### src/sv/touch_sample_filter_and_map_macros.svh
// Assertion macros shared by the touch sample filter and map block
`ifndef TOUCH_SAMPLE_FILTER_AND_MAP_MACROS_SVH
`define TOUCH_SAMPLE_FILTER_AND_MAP_MACROS_SVH

// Check an expression on every clock edge outside reset
`define TSFM_ASSERT(lbl, expr, msg) \
   lbl: assert property (@(posedge clock) disable iff (reset) (expr)) \
      else $error(msg);

// Check that a condition implies a consequence in the same cycle
`define TSFM_ASSERT_IMP(lbl, ante, cons, msg) \
   lbl: assert property (@(posedge clock) disable iff (reset) (ante) |-> (cons)) \
      else $error(msg);

`endif

### src/sv/tsfm_pkg.sv
// Shared types, codes and constants of the touch sample filter and map block
`default_nettype none

package tsfm_pkg;

   // Default parameter values
   localparam int DEF_SAMPLES    = 6;
   localparam int DEF_MAX_SPREAD = 50;

   // Sample and field widths
   localparam int SAMPLE_W = 13;
   localparam int GAIN_W   = 24;
   localparam int OFFSET_W = 16;
   localparam int FRAC_W   = 22;
   localparam int PIXEL_W  = 8;
   localparam int STATUS_W = 2;
   localparam int CSR_IDX_W  = 4;
   localparam int CSR_DATA_W = 24;

   // Screen limits for the off-screen test
   localparam logic [PIXEL_W-1:0] SCREEN_X_LIMIT = 8'd128;
   localparam logic [PIXEL_W-1:0] SCREEN_Y_LIMIT = 8'd160;
   localparam logic [PIXEL_W-1:0] PIXEL_MAX      = 8'hFF;

   // Result status codes
   localparam logic [STATUS_W-1:0] STATUS_OK        = 2'd0;
   localparam logic [STATUS_W-1:0] STATUS_REJECT    = 2'd1;
   localparam logic [STATUS_W-1:0] STATUS_OFFSCREEN = 2'd2;

   // Register indexes
   localparam logic [CSR_IDX_W-1:0] CSR_RAW_X_MIN = 4'd0;
   localparam logic [CSR_IDX_W-1:0] CSR_RAW_X_MAX = 4'd1;
   localparam logic [CSR_IDX_W-1:0] CSR_RAW_Y_MIN = 4'd2;
   localparam logic [CSR_IDX_W-1:0] CSR_RAW_Y_MAX = 4'd3;
   localparam logic [CSR_IDX_W-1:0] CSR_GAIN_X    = 4'd4;
   localparam logic [CSR_IDX_W-1:0] CSR_GAIN_Y    = 4'd5;
   localparam logic [CSR_IDX_W-1:0] CSR_OFFSET_X  = 4'd6;
   localparam logic [CSR_IDX_W-1:0] CSR_OFFSET_Y  = 4'd7;

   // Group order within one point
   localparam logic [1:0] GROUP_Y2 = 2'd3;

   // Group close handed from the accumulator to the mean stage
   typedef struct packed {
      logic       valid;
      logic [1:0] group;
   } close_type;

   // Raw acceptance window
   typedef struct packed {
      logic [SAMPLE_W-1:0] x_min;
      logic [SAMPLE_W-1:0] x_max;
      logic [SAMPLE_W-1:0] y_min;
      logic [SAMPLE_W-1:0] y_max;
   } window_type;

   // Linear calibration
   typedef struct packed {
      logic signed [GAIN_W-1:0]   gain_x;
      logic signed [GAIN_W-1:0]   gain_y;
      logic signed [OFFSET_W-1:0] offset_x;
      logic signed [OFFSET_W-1:0] offset_y;
   } calib_type;

   // Averaged point handed from the mean stage to the mapper
   typedef struct packed {
      logic                valid;
      logic                reject;
      logic [SAMPLE_W-1:0] raw_x;
      logic [SAMPLE_W-1:0] raw_y;
   } point_type;

   // Result fields
   typedef struct packed {
      logic [STATUS_W-1:0] status;
      logic [PIXEL_W-1:0]  pixel_x;
      logic [PIXEL_W-1:0]  pixel_y;
      logic [SAMPLE_W-1:0] raw_x;
      logic [SAMPLE_W-1:0] raw_y;
   } result_type;

endpackage

`default_nettype wire

### src/sv/tsfm_accum.sv
// Running sum, minimum and maximum of each sample group, closed into a trimmed numerator
`default_nettype none

module tsfm_accum #(
   parameter int SAMPLES = tsfm_pkg::DEF_SAMPLES,
   parameter int SUM_W   = tsfm_pkg::SAMPLE_W + $clog2(SAMPLES)
) (
   input  wire logic                  clock,
   input  wire logic                  reset,
   input  wire logic                  accept,
   input  wire logic [15:0]           raw_word,
   output tsfm_pkg::close_type        close,
   output logic [SUM_W-1:0]           close_num,
   output logic                       point_closing
);
   import tsfm_pkg::*;

   localparam int CNT_W = $clog2(SAMPLES);

   logic [CNT_W-1:0]    count_ff, count_in;
   logic [1:0]          group_ff, group_in;
   logic [SUM_W-1:0]    sum_ff, sum_in;
   logic [SAMPLE_W-1:0] min_ff, min_in;
   logic [SAMPLE_W-1:0] max_ff, max_in;
   close_type           close_ff, close_in;
   logic [SUM_W-1:0]    num_ff, num_in;

   logic [SAMPLE_W-1:0] sample;
   logic [SUM_W-1:0]    sum_new;
   logic [SAMPLE_W-1:0] min_new;
   logic [SAMPLE_W-1:0] max_new;
   logic                last;

   // Fold the new sample into the running values
   assign sample  = raw_word[15:3];
   assign sum_new = sum_ff + SUM_W'(sample);
   assign min_new = (sample < min_ff) ? sample : min_ff;
   assign max_new = (sample > max_ff) ? sample : max_ff;
   assign last    = (count_ff == CNT_W'(SAMPLES - 1));

   always_comb begin
      count_in       = count_ff;
      group_in       = group_ff;
      sum_in         = sum_ff;
      min_in         = min_ff;
      max_in         = max_ff;
      close_in.valid = 1'b0;
      close_in.group = group_ff;
      num_in         = sum_new - SUM_W'(min_new) - SUM_W'(max_new);
      if (accept) begin
         if (last) begin
            // Close the group and start the next one
            count_in       = '0;
            group_in       = group_ff + 2'd1;
            sum_in         = '0;
            min_in         = '1;
            max_in         = '0;
            close_in.valid = 1'b1;
         end else begin
            count_in = count_ff + CNT_W'(1);
            sum_in   = sum_new;
            min_in   = min_new;
            max_in   = max_new;
         end
      end
   end

   always_ff @(posedge clock) begin
      if (reset) begin
         count_ff       <= '0;
         group_ff       <= '0;
         sum_ff         <= '0;
         min_ff         <= '1;
         max_ff         <= '0;
         close_ff.valid <= 1'b0;
      end else begin
         count_ff       <= count_in;
         group_ff       <= group_in;
         sum_ff         <= sum_in;
         min_ff         <= min_in;
         max_ff         <= max_in;
         close_ff.valid <= close_in.valid;
      end
      close_ff.group <= close_in.group;
      num_ff         <= num_in;
   end

   assign close         = close_ff;
   assign close_num     = num_ff;
   // Next accepted request completes a point
   assign point_closing = last && (group_ff == GROUP_Y2);

endmodule

`default_nettype wire

### src/sv/tsfm_mean.sv
// Group mean by reciprocal multiply, mean storage, stability and window checks
`default_nettype none

module tsfm_mean #(
   parameter int SAMPLES    = tsfm_pkg::DEF_SAMPLES,
   parameter int MAX_SPREAD = tsfm_pkg::DEF_MAX_SPREAD,
   parameter int SUM_W      = tsfm_pkg::SAMPLE_W + $clog2(SAMPLES)
) (
   input  wire logic                clock,
   input  wire logic                reset,
   input  wire tsfm_pkg::close_type close,
   input  wire logic [SUM_W-1:0]    close_num,
   input  wire tsfm_pkg::window_type window,
   output tsfm_pkg::point_type      point
);
   import tsfm_pkg::*;

   // Floor division by the trimmed count: exact for every numerator below 2**SUM_W
   localparam int DIV   = SAMPLES - 2;
   localparam int SH    = SUM_W + $clog2(DIV);
   localparam logic [SH:0] RECIP = (SH+1)'((2 ** SH + DIV - 1) / DIV);
   localparam int PW    = SUM_W + SH + 1;

   logic [PW-1:0]       prod_ff, prod_in;
   close_type           grp_ff;
   logic [SAMPLE_W-1:0] means_ff [0:2];
   point_type           point_ff, point_in;

   logic [SAMPLE_W-1:0] mean;
   logic [SAMPLE_W-1:0] x1, y1, x2, y2;
   logic [SAMPLE_W:0]   sum_x, sum_y;
   logic [SAMPLE_W-1:0] diff_x, diff_y;
   logic [SAMPLE_W-1:0] spread;

   // Multiply the numerator by the reciprocal
   assign prod_in = {{(SH+1){1'b0}}, close_num} * {{SUM_W{1'b0}}, RECIP};

   always_ff @(posedge clock) begin
      if (reset) begin
         grp_ff.valid <= 1'b0;
      end else begin
         grp_ff.valid <= close.valid;
      end
      grp_ff.group <= close.group;
      prod_ff      <= prod_in;
   end

   assign mean = prod_ff[SH +: SAMPLE_W];

   // Keep the first three group means of a point
   always_ff @(posedge clock) begin
      if (grp_ff.valid && (grp_ff.group != GROUP_Y2)) begin
         means_ff[grp_ff.group] <= mean;
      end
   end

   // Average both pairs and test spread and window
   assign x1     = means_ff[0];
   assign y1     = means_ff[1];
   assign x2     = means_ff[2];
   assign y2     = mean;
   assign sum_x  = {1'b0, x1} + {1'b0, x2};
   assign sum_y  = {1'b0, y1} + {1'b0, y2};
   assign diff_x = (x1 > x2) ? (x1 - x2) : (x2 - x1);
   assign diff_y = (y1 > y2) ? (y1 - y2) : (y2 - y1);
   assign spread = SAMPLE_W'(MAX_SPREAD);

   always_comb begin
      point_in.valid  = grp_ff.valid && (grp_ff.group == GROUP_Y2);
      point_in.raw_x  = sum_x[SAMPLE_W:1];
      point_in.raw_y  = sum_y[SAMPLE_W:1];
      point_in.reject = (diff_x > spread) || (diff_y > spread) ||
                        (point_in.raw_x < window.x_min) || (point_in.raw_x > window.x_max) ||
                        (point_in.raw_y < window.y_min) || (point_in.raw_y > window.y_max);
   end

   always_ff @(posedge clock) begin
      if (reset) begin
         point_ff.valid <= 1'b0;
      end else begin
         point_ff.valid <= point_in.valid;
      end
      point_ff.reject <= point_in.reject;
      point_ff.raw_x  <= point_in.raw_x;
      point_ff.raw_y  <= point_in.raw_y;
   end

   assign point = point_ff;

endmodule

`default_nettype wire

### src/sv/tsfm_map.sv
// Linear mapping of the averaged point to pixels, clamping and screen test
`default_nettype none

module tsfm_map (
   input  wire logic                clock,
   input  wire logic                reset,
   input  wire tsfm_pkg::point_type point,
   input  wire tsfm_pkg::calib_type calib,
   output logic                     res_valid,
   output tsfm_pkg::result_type     result
);
   import tsfm_pkg::*;

   localparam int PROD_W = SAMPLE_W + 1 + GAIN_W;
   localparam int ACC_W  = OFFSET_W + FRAC_W + 2;

   logic signed [PROD_W-1:0] prod_x_ff, prod_x_in;
   logic signed [PROD_W-1:0] prod_y_ff, prod_y_in;
   point_type                pt_ff;

   logic signed [ACC_W-1:0]  acc_x, acc_y;
   logic [PIXEL_W-1:0]       px, py;

   // Clamp a Q.22 value, truncated toward zero, to the pixel range
   function automatic logic [PIXEL_W-1:0] clamp_pixel(input logic signed [ACC_W-1:0] acc);
      logic [PIXEL_W-1:0] pix;
      if (acc[ACC_W-1]) begin
         pix = '0;
      end else if (|acc[ACC_W-2:FRAC_W+PIXEL_W]) begin
         pix = PIXEL_MAX;
      end else begin
         pix = acc[FRAC_W +: PIXEL_W];
      end
      return pix;
   endfunction

   // Scale both axes
   assign prod_x_in = $signed({1'b0, point.raw_x}) * calib.gain_x;
   assign prod_y_in = $signed({1'b0, point.raw_y}) * calib.gain_y;

   always_ff @(posedge clock) begin
      if (reset) begin
         pt_ff.valid <= 1'b0;
      end else begin
         pt_ff.valid <= point.valid;
      end
      pt_ff.reject <= point.reject;
      pt_ff.raw_x  <= point.raw_x;
      pt_ff.raw_y  <= point.raw_y;
      prod_x_ff    <= prod_x_in;
      prod_y_ff    <= prod_y_in;
   end

   // Add the offsets and clamp
   assign acc_x = {{(ACC_W-PROD_W){prod_x_ff[PROD_W-1]}}, prod_x_ff} +
                  {{(ACC_W-OFFSET_W-FRAC_W){calib.offset_x[OFFSET_W-1]}},
                   calib.offset_x, {FRAC_W{1'b0}}};
   assign acc_y = {{(ACC_W-PROD_W){prod_y_ff[PROD_W-1]}}, prod_y_ff} +
                  {{(ACC_W-OFFSET_W-FRAC_W){calib.offset_y[OFFSET_W-1]}},
                   calib.offset_y, {FRAC_W{1'b0}}};
   assign px = clamp_pixel(acc_x);
   assign py = clamp_pixel(acc_y);

   always_comb begin
      result.raw_x = pt_ff.raw_x;
      result.raw_y = pt_ff.raw_y;
      if (pt_ff.reject) begin
         result.status  = STATUS_REJECT;
         result.pixel_x = '0;
         result.pixel_y = '0;
      end else begin
         result.pixel_x = px;
         result.pixel_y = py;
         if ((px > SCREEN_X_LIMIT) || (py > SCREEN_Y_LIMIT)) begin
            result.status = STATUS_OFFSCREEN;
         end else begin
            result.status = STATUS_OK;
         end
      end
   end

   assign res_valid = pt_ff.valid;

endmodule

`default_nettype wire

### src/sv/touch_sample_filter_and_map.sv
// Top level of the touch sample filter and map block
//
// Request channel (req_valid, req_stall, req_raw_word) carries one raw controller
// word per request; the sample is the word shifted right by three. Requests come
// in four groups of SAMPLES: X, Y, X, Y. Each group loses its smallest and largest
// sample and keeps the floor mean of the rest. After the fourth group one result
// leaves on the response channel (rsp_valid, rsp_stall, rsp_status, rsp_pixel_*,
// rsp_raw_*). One request is taken per cycle while req_stall is low. The result
// passes through five registers, the first loaded by the edge that accepts the
// last request of a point: the group close register, the reciprocal multiply,
// the check register, the gain multiply and the output register. A stalled result
// holds in the output register; requests keep flowing, except the one that would
// close the next point, which waits until the held result is taken. Registers are
// written through csr_valid, csr_index and csr_data; csr_ready is always high and
// an index above 7 is ignored. Synchronous reset clears the group state and loads
// the register reset values: an open window and zero gains and offsets.
`default_nettype none
`include "touch_sample_filter_and_map_macros.svh"

module touch_sample_filter_and_map #(
   parameter int SAMPLES    = tsfm_pkg::DEF_SAMPLES,
   parameter int MAX_SPREAD = tsfm_pkg::DEF_MAX_SPREAD
) (
   input  wire logic                                clock,
   input  wire logic                                reset,
   input  wire logic                                req_valid,
   output logic                                     req_stall,
   input  wire logic [15:0]                         req_raw_word,
   output logic                                     rsp_valid,
   input  wire logic                                rsp_stall,
   output logic [tsfm_pkg::STATUS_W-1:0]            rsp_status,
   output logic [tsfm_pkg::PIXEL_W-1:0]             rsp_pixel_x,
   output logic [tsfm_pkg::PIXEL_W-1:0]             rsp_pixel_y,
   output logic [tsfm_pkg::SAMPLE_W-1:0]            rsp_raw_x,
   output logic [tsfm_pkg::SAMPLE_W-1:0]            rsp_raw_y,
   input  wire logic                                csr_valid,
   output logic                                     csr_ready,
   input  wire logic [tsfm_pkg::CSR_IDX_W-1:0]      csr_index,
   input  wire logic [tsfm_pkg::CSR_DATA_W-1:0]     csr_data
);
   import tsfm_pkg::*;

   localparam int SUM_W = SAMPLE_W + $clog2(SAMPLES);

   window_type  window_ff, window_in;
   calib_type   calib_ff, calib_in;
   logic        rsp_valid_ff, rsp_valid_in;
   result_type  rsp_ff, rsp_in;

   logic        accept;
   logic        point_closing;
   close_type   close;
   logic [SUM_W-1:0] close_num;
   point_type   point;
   logic        map_valid;
   result_type  map_result;

   logic        rsp_held;
   logic        rsp_reject;
   logic        rsp_offscreen;
   logic        rsp_zero_pix;
   logic        rsp_past_edge;

   // Hold the closing request while a result still waits
   assign req_stall = point_closing && rsp_valid_ff;
   assign accept    = req_valid && !req_stall;
   assign csr_ready = 1'b1;

   // Register writes
   always_comb begin
      window_in = window_ff;
      calib_in  = calib_ff;
      if (csr_valid) begin
         case (csr_index)
            CSR_RAW_X_MIN: window_in.x_min    = csr_data[SAMPLE_W-1:0];
            CSR_RAW_X_MAX: window_in.x_max    = csr_data[SAMPLE_W-1:0];
            CSR_RAW_Y_MIN: window_in.y_min    = csr_data[SAMPLE_W-1:0];
            CSR_RAW_Y_MAX: window_in.y_max    = csr_data[SAMPLE_W-1:0];
            CSR_GAIN_X:    calib_in.gain_x    = csr_data[GAIN_W-1:0];
            CSR_GAIN_Y:    calib_in.gain_y    = csr_data[GAIN_W-1:0];
            CSR_OFFSET_X:  calib_in.offset_x  = csr_data[OFFSET_W-1:0];
            CSR_OFFSET_Y:  calib_in.offset_y  = csr_data[OFFSET_W-1:0];
            default: begin
               window_in = window_ff;
               calib_in  = calib_ff;
            end
         endcase
      end
   end

   always_ff @(posedge clock) begin
      if (reset) begin
         window_ff.x_min   <= '0;
         window_ff.x_max   <= '1;
         window_ff.y_min   <= '0;
         window_ff.y_max   <= '1;
         calib_ff.gain_x   <= '0;
         calib_ff.gain_y   <= '0;
         calib_ff.offset_x <= '0;
         calib_ff.offset_y <= '0;
      end else begin
         window_ff <= window_in;
         calib_ff  <= calib_in;
      end
   end

   tsfm_accum #(
      .SAMPLES (SAMPLES),
      .SUM_W   (SUM_W)
   ) u_accum (
      .clock         (clock),
      .reset         (reset),
      .accept        (accept),
      .raw_word      (req_raw_word),
      .close         (close),
      .close_num     (close_num),
      .point_closing (point_closing)
   );

   tsfm_mean #(
      .SAMPLES    (SAMPLES),
      .MAX_SPREAD (MAX_SPREAD),
      .SUM_W      (SUM_W)
   ) u_mean (
      .clock     (clock),
      .reset     (reset),
      .close     (close),
      .close_num (close_num),
      .window    (window_ff),
      .point     (point)
   );

   tsfm_map u_map (
      .clock     (clock),
      .reset     (reset),
      .point     (point),
      .calib     (calib_ff),
      .res_valid (map_valid),
      .result    (map_result)
   );

   // Output register: load a new result, drop a delivered one
   always_comb begin
      rsp_valid_in = rsp_valid_ff;
      rsp_in       = rsp_ff;
      if (map_valid) begin
         rsp_valid_in = 1'b1;
         rsp_in       = map_result;
      end else if (rsp_valid_ff && !rsp_stall) begin
         rsp_valid_in = 1'b0;
      end
   end

   always_ff @(posedge clock) begin
      if (reset) begin
         rsp_valid_ff <= 1'b0;
      end else begin
         rsp_valid_ff <= rsp_valid_in;
      end
      rsp_ff <= rsp_in;
   end

   assign rsp_valid   = rsp_valid_ff;
   assign rsp_status  = rsp_ff.status;
   assign rsp_pixel_x = rsp_ff.pixel_x;
   assign rsp_pixel_y = rsp_ff.pixel_y;
   assign rsp_raw_x   = rsp_ff.raw_x;
   assign rsp_raw_y   = rsp_ff.raw_y;

   // Result conditions watched by the checks below
   assign rsp_held      = rsp_valid_ff && rsp_stall;
   assign rsp_reject    = rsp_valid_ff && (rsp_ff.status == STATUS_REJECT);
   assign rsp_offscreen = rsp_valid_ff && (rsp_ff.status == STATUS_OFFSCREEN);
   assign rsp_zero_pix  = (rsp_ff.pixel_x == '0) && (rsp_ff.pixel_y == '0);
   assign rsp_past_edge = (rsp_ff.pixel_x > SCREEN_X_LIMIT) ||
                          (rsp_ff.pixel_y > SCREEN_Y_LIMIT);

   // A new result never lands on a held one
   `TSFM_ASSERT_IMP(a_no_overrun, map_valid, !rsp_held, "result overran a held result")
   // A rejected point carries zero pixels
   `TSFM_ASSERT_IMP(a_reject_zero, rsp_reject, rsp_zero_pix, "rejected point has nonzero pixels")
   // An off-screen flag matches the clamped pixels
   `TSFM_ASSERT_IMP(a_offscreen, rsp_offscreen, rsp_past_edge, "off-screen flag on on-screen point")

endmodule

`default_nettype wire

### config.mk
export PLATFORM = sky130hd
export DESIGN_NAME = touch_sample_filter_and_map
export DESIGN_NICKNAME = d
export VERILOG_FILES = /design/src/sv/tsfm_pkg.sv /design/src/sv/tsfm_accum.sv /design/src/sv/tsfm_mean.sv /design/src/sv/tsfm_map.sv /design/src/sv/touch_sample_filter_and_map.sv
export VERILOG_INCLUDE_DIRS = /design/src /design/src/sv
export SDC_FILE = /design/constraint.sdc
export NUM_CORES = 2
export LEC_CHECK = 0
export BUFFER_PORTS_ARGS = -buffer_cell sky130_fd_sc_hd__buf_4
export CELL_PAD_IN_SITES_DETAIL_PLACEMENT = 2
export CELL_PAD_IN_SITES_GLOBAL_PLACEMENT = 2
export CORE_UTILIZATION = 42
export DETAILED_ROUTE_END_ITERATION = 12
export PLACE_DENSITY = 0.88
export SLEW_MARGIN = 20
export SYNTH_ARGS = -nofsm -noshare
export SYNTH_HDL_FRONTEND = slang
export SYNTH_SLANG_ARGS = --single-unit
### constraint.sdc
create_clock -name clock -period 7.8 [get_ports clock]
set_input_delay 1.56 -clock clock [delete_from_list [all_inputs] [get_ports clock]]
set_output_delay 1.56 -clock clock [all_outputs]
set_load 0.01 [all_outputs]
=== Yosys cells after proc, flatten, opt, wreduce, memory -nomap -nowiden ===
Memories as Yosys holds them, arrays and structs flattened.
Cells that the tools add are included.

* Register bits after elaboration: 392
* Memory bits (writable): 39
* Input bits: 49
* Output and inout bits: 47
* Logic and storage cells: 121
* Memories kept: 1

{| class="wikitable"
|+ Memory list
! name !! words !! bits a word !! read ports !! clocked after Yosys merged registers in !! write ports !! line !! source
|-
| u_mean.means_ff || 3 || 13 || 3 || 0 || 1 || tsfm_mean.sv:26 || <nowiki>logic [SAMPLE_W-1:0] means_ff [0:2];</nowiki>
|}

* $add $sub $neg: 13
* $mul: 2
* $lt $le $gt $ge: 12
* Eq/ne operators: 11
* Multiplexer cells: 18
* Bitwise gates (word level): 1
* Reductions and logical operators: 28

{| class="wikitable"
|+ Operators by type and width
! cell !! number
|-
| $add 38x38->39 || 2
|-
| $mux 13 || 6
|-
| $mul 14x24->38 || 2
|-
| $gt 13x13->1 || 5
|-
| $sub 13x13->13 || 4
|-
| $lt 13x13->1 || 3
|-
| $mux 8 || 4
|-
| $sub 15x13->15 || 2
|-
| $add 13x13->14 || 2
|-
| $gt 13x6->1 const B || 2
|-
| $reduce_and 2->1 || 9
|-
| $reduce_or 9->1 || 2
|-
| $add 16x13->16 || 1
|-
| $eq 4x3->1 const B || 4
|-
| $gt 8x8->1 const B || 2
|-
| $mux 16 || 1
|-
| $eq 4x2->1 const B || 2
|-
| $logic_and 1x1->1 || 6
|-
| $logic_or 1x1->1 || 6
|-
| $mux 1 || 5
|-
| $eq 2x2->1 const B || 2
|-
| $eq 4x1->1 const B || 1
|-
| $logic_not 4->1 || 1
|-
| $add 3x1->3 const B || 1
|-
| 9 further kinds || 10
|}

=== Longest topological paths before layout ===
An unclocked memory read counts as a cell.

* Depth after elaboration: 9
* Gate-level depth with buffers: 27
* Mapped depth without buffers: 25

=== Cells and area by module ===
Synthesis repeated with hierarchy kept, for this count alone.

* Cells, all modules: 4587
* Area total of the unflattened synthesis: 42761.0 µm²

{| class="wikitable"
|+ Modules (own cells, without submodules)
! module !! instances !! cells an instance !! area each (µm²) !! sequential area each (µm²)
|-
| tsfm_map || 1 || 2676 || 24188.2 || 1201.2
|-
| tsfm_mean || 1 || 795 || 7081.8 || 2052.0
|-
| touch_sample_filter_and_map || 1 || 531 || 6621.4 || 3983.8
|-
| tsfm_accum || 1 || 585 || 4869.7 || 1321.3
|}

=== Worst setup path before layout ===
Ideal clock, no wire load.

* Path type: input -> register
* Start: input port req_raw_word[4]
* End: register u_accum.num_ff[14], in the netlist u_accum.close_num[14]
* Setup time: 0.118 ns
* Data arrival time: 6.509 ns
* Required time: 7.682 ns
* Slack: 1.172 ns
* Stages on the path: 26
* Buffers on the path: 2
* Cell sequence: ha_1 nor2b_1 o21a_1 o21a_1 o21ai_0 a21oi_1 o31a_1 o21ai_0 a21oi_1 or2_2 clkbuf_1 clkbuf_1 mux2i_1 ha_1 a21o_1 ha_1 nor2b_1 o21a_1 o21a_1 o21a_1 o21a_1 o2111ai_1 nand3_1 o311ai_0 nand3b_1 xnor2_1

* Word-level cells in the longest chain between the ends: 4
* Elaborated cells on any way between the ends: 7
* Classes of those cells: add/sub (3); order compare (2); mux (2)

{| class="wikitable"
|+ Ends and longest elaborated chain
! what !! line !! source
|-
| from (decl) || touch_sample_filter_and_map.sv:28 || <nowiki>input wire logic [15:0] req_raw_word,</nowiki>
|-
| $lt 13x13->1 || tsfm_accum.sv:37 || <nowiki>assign min_new = (sample < min_ff) ? sample : min_ff;</nowiki>
|-
| $mux 13 || tsfm_accum.sv:37 ||
|-
| $sub 15x13->15 || tsfm_accum.sv:49 || <nowiki>num_in = sum_new - SUM_W'(min_new) - SUM_W'(max_new);</nowiki>
|-
| $sub 15x13->15 (*) || tsfm_accum.sv:49 ||
|-
| named net u_accum.num_in[14] || tsfm_accum.sv:26 || <nowiki>logic [SUM_W-1:0] num_ff, num_in;</nowiki>
|-
| to (signal assigned) || tsfm_accum.sv:85 || <nowiki>num_ff <= num_in;</nowiki>
|-
| to (decl) || tsfm_accum.sv:26 ||
|}

The timed path passes the listed nets; every way through them passes the cells marked *.
A chain may end at the register's enable or synchronous reset.

=== Final worst setup path ===
* Start: register calib_ff[44] (netlist name)
* End: register u_map.prod_y_ff[31]

* Word-level cells in the longest chain between the ends: 1

{| class="wikitable"
|+ Ends and longest elaborated chain
! what !! line !! source
|-
| from (decl) || touch_sample_filter_and_map.sv:46 || <nowiki>calib_type calib_ff, calib_in;</nowiki>
|-
| from (signal assigned) || touch_sample_filter_and_map.sv:103 || <nowiki>calib_ff <= calib_in;</nowiki>
|-
| $mul 14x24->38 || tsfm_map.sv:39 || <nowiki>assign prod_y_in = $signed({1'b0, point.raw_y}) * calib.gain_y;</nowiki>
|-
| named net u_map.prod_y_in[31] || tsfm_map.sv:18 || <nowiki>logic signed [PROD_W-1:0] prod_y_ff, prod_y_in;</nowiki>
|-
| to (signal assigned) || tsfm_map.sv:51 || <nowiki>prod_y_ff <= prod_y_in;</nowiki>
|-
| to (decl) || tsfm_map.sv:18 ||
|}

The timed path passes the listed nets, and every way through them passes these cells.

==> impl_results.md <==
- Syn nets: between 5k and 6k
- Max rail drop VDD: 0.2348 mV
- Slew HR: 0.2271
- # IOs: between 90 and 100
- Total GRT Usage: 0.3657
- Register area share after synthesis: 0.2060
- Vias after detailed routing: approximately 35k
- Synth Flop Type: dfxtp_1
- Crit path cell chain: nand2_1 -> fa_1 -> fa_1 -> inv_1 -> fa_1 -> fa_1 -> fa_1 -> inv_1 -> fa_1 -> inv_1 -> ha_1 -> a211oi_1 -> o21ai_0 -> nor3_1 -> o211ai_1 -> buf_4 -> a2111oi_1 -> buf_4 -> nor3b_1 -> or3_1 -> a21o_1 -> a21oi_1 -> xnor2_1
- Worst Hold Path Cells: 0
- Cell Area, Synth: just over 40000 um2
- Post-synth EDFFs: 83
- GPL Wtd Cong: 0.8735
- Internal power: 4698 uW
- Worst hold start: u_accum.close_num[11]$_DFF_P_
- Routed WL per cell: between 30 and 40 um
- Hold Path Class: register to register
- Die height: approximately 320 um
- Failing checks: DRC, setup timing
- Worst slew pin tran: between 1 and 1.5 ns
- Worst setup SP type: register
- Avg Inst Size Synth: between 9 and 10 um2
- Cts bufs inserted: 47
- Count leader, synth: inv_1
- Crit path DAT: about 8.4 ns
- Deepest clock path buffer count: 3
- Final nets: between 5k and 6k
- Initial DRT Pass Iterations: 11
- Pre-CTS setup slack: approximately 0.0083 ns
- Post-route setup slack: -0.05650 ns
- First-pass GRT wire length: about 270 mm
- Max stage delay cell, worst path: dfxtp_1
- R2R Setup Slk: -0.06 ns
- Initial DRC Count: about 2.6k
- WL final: 181.7 mm
- Initial Utilization: 0.4250
- Sw Share: 0.4213
- Power per cell area: 180.2 nW/um2
- Status: finished, violations left
- Synthesis Warnings: 0
- Initial antenna violation count: 8
- IO Port Bufs: 91
- Die width: 315.0 um
- Skew-Pair Late Insertion Delay: between 0.6 and 0.7 ns
- Max Fclk: 127.3 MHz
- Routed vias/inst: just under 6
- Psw: ~3400 uW
- Synth top cells by count: inv_1 (852), fa_1 (598), nand2_1 (561), ha_1 (388), and2_1 (310)
- Clock root buffer: clkbuf_16
- Leak Pwr: 0.02230 uW
- Synth unique cells: 88
- Register share of total power: 0.323
- Most frequent CP cell: fa_1
- Max Clock Skew: around 0.028 ns
- Crit path kind: register to register
- Critical Path Max Stage Delay: 0.70 ns
- Reg2reg start: calib_ff[44]$_SDFFE_PP0P_
- Tcrit/Tclk final: 1.007
- Max Slew Vio Count: 0
- CORE AREA: 96850 um2
- FP Rows: about 110
- CTS clk-pin slew, worst paths: roughly 0.070 ns
- Final Hold Vio Count: 0
- Drc violations: 20
- Total gr overflow: 0
- Synth Register Bits: ~380
- Overall power: between 8000 and 9000 uW
- Clock network fraction of design power: 0.304
- Worst Hold End: u_mean.prod_ff[27]$_DFF_P_
- Post-Syn Instances: between 4k and 5k
- Synth area leaders: fa_1 (29%), dfxtp_1 (15%), ha_1 (12%), inv_1 (7.8%), edfxtp_1 (6.1%)
- Hold slack: between 0.3 and 0.4 ns
- MaxCap Viol Count: 0
- Crit-path max FO: 11
- Hold-fix buffers at CTS: 0
- Clk sinks: between 300 and 400
- Final Setup Violations: 1
- R2R depth: 23
- Largest area contributor in the netlist: fa_1
- Final cell count without fillers: 5839
- WP data required: 8.31 ns
- CTS tree: built
- Worst flop-to-flop path endpoint: u_map.prod_y_ff[31]$_DFF_P_
- Shortest period the worst path allows: about 7.9 ns
- CTS H-tree lvls: 2
- Share of post-route cells with drive strength above 1: 0.06883
- Async set-or-reset flop fraction in the synthesized netlist: 0
- Die area: between 90000 and 100000 um2
- Vias in the first global route: ~42k
- Yosys top cell area share: 0.2909
- Crit path capture type: register
- Largest net degree at the start of global routing: 87
- Area Overhead vs Synth: 9.461%
- Share of total power in combinational logic: 0.373
- Placed instance count: ~5.7k
- Post-route ant nets: 0
- Post-DP HPWL: approximately 120 mm
per-stage QoR:
| stage | setup TNS, ns | utilization | cell area [um2] |
|---|---|---|---|
| floorplan | 0 | - | 41160 |
| global placement | 0 | 0.4474 | 43340 |
| detailed placement | 0 | 0.4474 | 43340 |
| CTS | 0 | 0.4648 | 45020 |
| global route | -0.07630 | 0.4651 | 45050 |
| finish | -0.05650 | 0.4652 | 45050 |
per-layer routing:
metal,vias to the layer above,share of wire,GRT usage
met2,1761,0.51,0.6537
li1,14150,-,-
met5,-,0.00017,0
met1,17860,0.35,0.3867
met3,916,0.063,0.07104
met4,6,0.083,0.2511
cells in the final DEF, fill, tap and decap left out, types with 53 or more instances in the layout:
cell	instances
nor2_1	175
dfxtp_1	285
edfxtp_1	83
o21ai_0	106
nand2_1	561
and2_1	310
xnor2_1	68
a21oi_1	227
inv_1	852
buf_4	172
fa_1	598
ha_1	388
clkbuf_16	53
layout make-up:
| type | instances | area (um2) |
|---|---|---|
| Inverter | 852 | 3198 |
| Timing Repair Buffer | 175 | 1338 |
| Clock inverter | 21 | 260.3 |
| Clock buffer | 67 | 1399 |
| Sequential cell | 382 | 8496 |
| Antenna cell | 1 | 2.502 |
| Fill cell | 10220 | 51800 |
| Tap cell | 1276 | 1597 |
| Multi-Input combinational cell | 3065 | 28760 |
worst max-delay path by stage:
stage / from / to / slack [ns] / cells past startpoint
after global placement: u_mean.point[4]$_DFF_P_ / u_map.prod_y_ff[37]$_DFF_P_ / 0.40 / 23
final: calib_ff[44]$_SDFFE_PP0P_ / u_map.prod_y_ff[31]$_DFF_P_ / -0.06 / 23
after floorplan: req_raw_word[4] / u_accum.close_num[14]$_DFF_P_ / 1.17 / 26
after CTS: u_mean.point[5]$_DFF_P_ / u_map.prod_y_ff[31]$_DFF_P_ / 0.03 / 23
after global routing: calib_ff[44]$_SDFFE_PP0P_ / u_map.prod_y_ff[31]$_DFF_P_ / -0.08 / 23
after detailed placement: u_mean.point[15]$_DFF_P_ / u_map.prod_x_ff[37]$_DFF_P_ / 0.008 / 22
what timing repair did:
| item | 4_1_cts | 5_1_grt |
|---|---|---|
| setup endpoints to repair | 6 | 6 |
| setup buffers | 2 | 0 |
| pin swaps | 1 | 0 |
| resized for setup | 7 | 10 |
critical path, delay by kind of cell, from the launching register on:
kind	cells	cell delay [ns]
and+or+nand+nor	4	1.02
buffers and inverters	5	0.58
xor gates and xnor gates	1	0.26
adders and majority gates	7	3.60
DFF	1	0.70
AOI/OAI and AO/OA	6	1.56
power groups by stage:
stage | clock [uW] | sequential [uW] | combinational (uW)
5_1_grt | 2540 | 2620 | 3210
3_3_place_gp | 0 | 2590 | 2520
6_report | 2470 | 2620 | 3030
2_1_floorplan | 0 | 2410 | 1840
3_5_place_dp | 0 | 2630 | 2760
4_1_cts | 2470 | 2600 | 2950
sequential cells by signal, indices dropped and copies added (netlist names), 15 cells and up:
register         cells
window_ff           52
u_map.prod_y_ff     16
u_map.prod_x_ff     16
u_accum.sum_ff      15
calib_ff            80
u_mean.means_ff     39
u_map.result        26
u_mean.point        28
kinds of logic (layout without fill, tap and decap cells):
family / after synthesis / count (layout) / share of synthesized area
AO/OA/AOI/OAI: 617 / 617 / 0.09840
XOR/XNOR: 119 / 119 / 0.02532
adder cells (fa/ha/maj): 986 / 986 / 0.4088
buffers and inverters: 1041 / 1115 / 0.09597
flip-flops: 382 / 382 / 0.2060
multiplexers: 56 / 56 / 0.01392
other: 1 / 2 / 0.00009111
AND/OR/NAND/NOR: 1286 / 1286 / 0.1515
Power figures use the tool's default switching activity.
